$ cat config.mk
export PLATFORM = sky130hd
export DESIGN_NAME = mme_mac
export DESIGN_NICKNAME = d
export VERILOG_FILES = /design/src/rtl/mme_pkg.sv /design/src/rtl/mme_mac.sv
export SDC_FILE = /design/constraint.sdc
export NUM_CORES = 1
export LEC_CHECK = 0
export BUFFER_PORTS_ARGS = -buffer_cell sky130_fd_sc_hd__buf_2
export CELL_PAD_IN_SITES_DETAIL_PLACEMENT = 0
export CELL_PAD_IN_SITES_GLOBAL_PLACEMENT = 1
export CORE_ASPECT_RATIO = 0.5
export CORE_MARGIN = 5
export CORE_UTILIZATION = 46
export CTS_CLUSTER_DIAMETER = 40
export DETAILED_ROUTE_END_ITERATION = 10
export GPL_ROUTABILITY_DRIVEN = 0
export HOLD_SLACK_MARGIN = 0.15
export PLACE_DENSITY = 0.77
export REMOVE_ABC_BUFFERS = 1
export SLEW_MARGIN = 5
export SYNTH_ARGS = -nofsm -noshare
export SYNTH_HDL_FRONTEND = slang
export SYNTH_SLANG_ARGS = --single-unit
$ cat constraint.sdc
create_clock -name clk -period 3 [get_ports clk]
set_clock_uncertainty 0.2 [all_clocks]
set_input_delay 0.3 -clock clk [delete_from_list [all_inputs] [get_ports clk]]
set_output_delay 0.3 -clock clk [all_outputs]
set_load 0.1 [all_outputs]
$ cat src/rtl/mme_pkg.sv
`timescale 1ns / 1ps
`default_nettype none

package mme_pkg;

	localparam int CMD_W   = 2;
	localparam int INDEX_W = 5;
	localparam int ELEM_W  = 16;
	localparam int PROD_W  = 2 * ELEM_W;
	localparam int VALUE_W = 37;
	localparam int CFG_W   = 6;

	localparam int MAX_DIM_DEFAULT = 32;

	localparam logic [CFG_W-1:0] INNER_LENGTH_RESET = 6'd1;

	localparam longint VALUE_MAX = (64'sd1 <<< (VALUE_W - 1)) - 64'sd1;
	localparam longint VALUE_MIN = -VALUE_MAX - 64'sd1;

	localparam logic [CMD_W-1:0] CMD_WR_LEFT  = 2'd0;
	localparam logic [CMD_W-1:0] CMD_WR_RIGHT = 2'd1;
	localparam logic [CMD_W-1:0] CMD_READ     = 2'd2;

	typedef enum logic [1:0] {
		ST_IDLE,
		ST_ISSUE,
		ST_DRAIN,
		ST_OUT
	} state_t;

	typedef struct packed {
		logic clr;
		logic valid;
		logic last;
	} mac_ctrl_t;

endpackage

`default_nettype wire

$ cat src/rtl/mme_mac.sv
`timescale 1ns / 1ps
`default_nettype none

module mme_mac #(
	parameter int MAX_DIM = mme_pkg::MAX_DIM_DEFAULT
) (
	input  wire logic                               clk,
	input  wire logic                               arst_n,
	input  wire mme_pkg::mac_ctrl_t                 ctrl,
	input  wire logic signed [mme_pkg::ELEM_W-1:0]  left_s1,
	input  wire logic signed [mme_pkg::ELEM_W-1:0]  right_s1,
	output      logic                               done,
	output      logic signed [mme_pkg::VALUE_W-1:0] result
);

	localparam int SUM_W = mme_pkg::PROD_W + 1 + $clog2(MAX_DIM);
	localparam int ACC_W = (SUM_W > mme_pkg::VALUE_W) ? SUM_W : mme_pkg::VALUE_W;
	localparam logic signed [ACC_W-1:0] SAT_MAX = ACC_W'(mme_pkg::VALUE_MAX);
	localparam logic signed [ACC_W-1:0] SAT_MIN = ACC_W'(mme_pkg::VALUE_MIN);

	logic signed [mme_pkg::PROD_W-1:0] prod_s2;
	logic                              valid_s2;
	logic                              last_s2;
	logic signed [ACC_W-1:0]           acc_q;
	logic                              done_q;
	logic signed [ACC_W-1:0]           sat;

	always_ff @(posedge clk) begin
		if (ctrl.valid) begin
			prod_s2 <= left_s1 * right_s1;
		end
	end

	always_ff @(posedge clk or negedge arst_n) begin
		if (!arst_n) begin
			valid_s2 <= 1'b0;
			last_s2  <= 1'b0;
			acc_q    <= '0;
			done_q   <= 1'b0;
		end else begin
			valid_s2 <= ctrl.valid;
			last_s2  <= ctrl.valid && ctrl.last;
			if (ctrl.clr) begin
				acc_q  <= '0;
				done_q <= 1'b0;
			end else begin
				if (valid_s2) begin
					acc_q <= acc_q + ACC_W'(prod_s2);
				end
				done_q <= valid_s2 && last_s2;
			end
		end
	end

	always_comb begin
		if (acc_q > SAT_MAX) begin
			sat = SAT_MAX;
		end else if (acc_q < SAT_MIN) begin
			sat = SAT_MIN;
		end else begin
			sat = acc_q;
		end
	end

	assign result = mme_pkg::VALUE_W'(sat);
	assign done   = done_q;

endmodule

`default_nettype wire

==> reports/results.ini <==
[timing]
setup_viol_count_final = 28
whs_ps = 257
final_min_period_over_clock_period = 2.00
max_freq_mhz = 167
worst_slew_pin_slew_ps = 1030
finalCriticalPeriod_ps = 5990
finalSetupTns_ps = -61030
final_max_slew_viol_count = 0
slew_headroom = 0.310
grt_setup_unrepaired = true
setup_slack_ps = -2990
timing.final.hold_violations = 0

[setup_path]
timing.critical_path.to_type = flip-flop
cp_max_fo = 5
cp.required_ps = 2890
worstPathCellList = buf_8, and2_4, fa_1, inv_2, fa_2, fa_1, fa_1, inv_2, fa_1, inv_2, fa_1, inv_2, ha_4, a21o_1, a21o_1, a21oi_4, o32ai_2, a21oi_2, o211ai_2, a221o_2, a221oi_2, xnor2_1
timing.critical_path.slowest_stage_cell = sky130_fd_sc_hd__fa_2
critical_path_s_most_frequent_cell = sky130_fd_sc_hd__fa_1
critical_path_arrival_ps = 5880
critPathKind = in -> reg
worstSetupStartpointType = input pin
slowest_delay_ps = 570

[status]
status = complete, but fails checks
failed_checks = negative setup slack

[logic_synthesis]
ys_seq_area_frac = 0.136
syn_area_um2 = 14600
synth-warning-count = 0
muxShareOfSynthArea = 0.00899
synthesized_flop_and_latch_total = 73
number_of_different_library_cells_in_the_post_synthesis_netlist = 70
synth_async_sr_flop_share = 0.562
post_synth_adder_cell_area = 0.487
synth_flop_cell = sky130_fd_sc_hd__dfrtp_1
synth_compound_area_frac = 0.0918
syn-mean-instance-area_um2 = 9.38
post_synth_edffs = 32
yosys.area_share.xor_xnor = 0.0336
combinational_family_with_the_most_area_after_synthesis = adder cells
synthesis.instances = 1558
synth_simple_gate_area_frac = 0.148

[grt]
grt.total_usage = 0.228
grt_use_met1 = 0.329
met3_usage_grt = 0.0291
vias_in_the_first_global_route = 12976
grt_start_max_net_pins = 43
grt.busiest_layer = met2
globalRouteOverflowTotal = 0
grt_pass1_wl_mm = 65.8
antenna_violations_before_repair = 0
grt.met2_usage = 0.374

[cells_and_area]
drive_above_1_share = 0.303
n_antenna_cell = 0
area.growth.synth_to_final_pct = 30.8
final_net_count = 2283
postLayoutCoreUtil = 0.607
nFillCells = 2613
layout_common_cells = 280 x sky130_fd_sc_hd__inv_1, 247 x sky130_fd_sc_hd__fa_1, 226 x sky130_fd_sc_hd__buf_4, 144 x sky130_fd_sc_hd__nand2_1, 102 x sky130_fd_sc_hd__and2_1
mostFrequentLayoutCell = sky130_fd_sc_hd__inv_1

[floorplanning]
core_um2 = 31500
die_height_um = 136
io_pins = 75
num_rows = 46
floorplan.die.width_um = 262
dieArea_um2 = 35600
initial_core_util = 0.464

[clocking]
worstSkewPairLatency_ps = 340
cts_buffers = 9
cts_htree_levels = 3
ctsRootBufferMaster = sky130_fd_sc_hd__clkbuf_16
clk_path_buf_depth = 2
clock_sinks = 73
clock_tree_from_tritoncts = yes
worst_path_clk_slew_ps = 60

[placed_design]
detail_placement_hpwl_mm = 31.7
numPortBuffers = 74

[drt]
post_drt_via_cell_ratio = 5.13
drt_first_iter_violations = 672
drtPass1Iterations = 6
postRouteAntennaNets = 0
route.vias.total = 11798
routed_wirelength_mm = 39.5
drc = 0
drt-wirelength-per-cell_um = 17.1

[job]
cap_viol_max_count = 0

[hold_path]
timing.hold.worst.class = reg -> reg

[flip-flops by register name, indices dropped and copies added, names as in the netlist]
register,flops
acc_q,38
prod_s2,32
valid_s2,1
last_s2,1
done,1
[routing by layer]
layer  vias up  wire length, um  part of all wire
li1       5514                -                 -
met1      5885            17900              0.45
met2       316            18300              0.46
met3        83             2270             0.058
met4         0              935             0.024
met5         -                0                 0
[critical path: cells and delay by family]
kind | cells | cell delay [ps]
AO/OA/AOI/OAI | 8 | 1690
XOR/XNOR | 1 | 100
buffers and inverters | 5 | 290
AND/OR/NAND/NOR | 1 | 150
adder cells (fa/ha/maj) | 7 | 3350
[cell usage after synthesis (all sizes together), types with 7 or more instances]
cell type | n | share of area
buf | 7 | 0.0021
nand2b | 16 | 0.0069
o21ai | 27 | 0.0092
fa | 263 | 0.36
clkbuf | 49 | 0.013
xor2 | 16 | 0.0096
o21bai | 8 | 0.0041
nor2 | 67 | 0.017
nand2 | 152 | 0.039
a31oi | 9 | 0.0039
o211ai | 8 | 0.0045
nand3 | 21 | 0.0072
a21oi | 58 | 0.020
and2 | 128 | 0.055
ha | 119 | 0.10
mux2i | 12 | 0.0082
o21a | 9 | 0.0046
inv | 311 | 0.080
maj3 | 36 | 0.025
nor3 | 9 | 0.0031
xnor2 | 40 | 0.024
a21o | 26 | 0.013
dfrtp | 41 | 0.070
edfxtp | 32 | 0.066
[cell families after synthesis]
| logic type | count (synthesis) |
|---|---|
| flip-flops | 73 |
| AO/OA/AOI/OAI | 196 |
| adder cells (fa/ha/maj) | 418 |
| multiplexers | 13 |
| XOR/XNOR | 56 |
| AND/OR/NAND/NOR | 434 |
| buffers and inverters | 368 |
[metrics by stage]
stage	cell area [um2]	setup WS, ps	instances
2_1_floorplan	14400	-3150	1502
3_3_place_gp	17000	-3470	2231
3_5_place_dp	17000	-3600	2231
4_1_cts	18600	-2900	2292
5_1_grt	19100	-3170	2301
6_report	19100	-2990	2301
[what timing repair did]
item                                   4_1_cts  5_1_grt
endpoints found under the hold margin       42        0
hold buffers                                 2        0
resized for setup                          234      106
pin swaps                                  107       67
setup buffers                               43       16
cloned                                       1        0
setup endpoints to repair                   36       45
[area by class of cell]
type                    count  area (um2)  area share
clock inverters             7        93.8     0.00491
repair buffers            351        2890       0.151
clock buffers               9         225      0.0118
well taps                 432         541      0.0283
inverters                 312        1170      0.0613
flip-flops and latches     73        1990       0.104
multi-input cells        1117       12200       0.638
[final timing paths]
check,slack [ps],endpoint,cells past startpoint,from
max,-2990,prod_s2[30],22,right_s1[6]
min,260,done,1,last_s2
max reg2reg,-30,acc_q[37],11,prod_s2[18]
min reg2reg,260,done,1,last_s2
max in group asynchronous,1470,acc_q[3],2,arst_n
min in group asynchronous,480,acc_q[35],2,arst_n
Power is left out: the tool's default activity adds up to more than one toggle a clock period on the data nets, which glitch-free logic cannot reach.
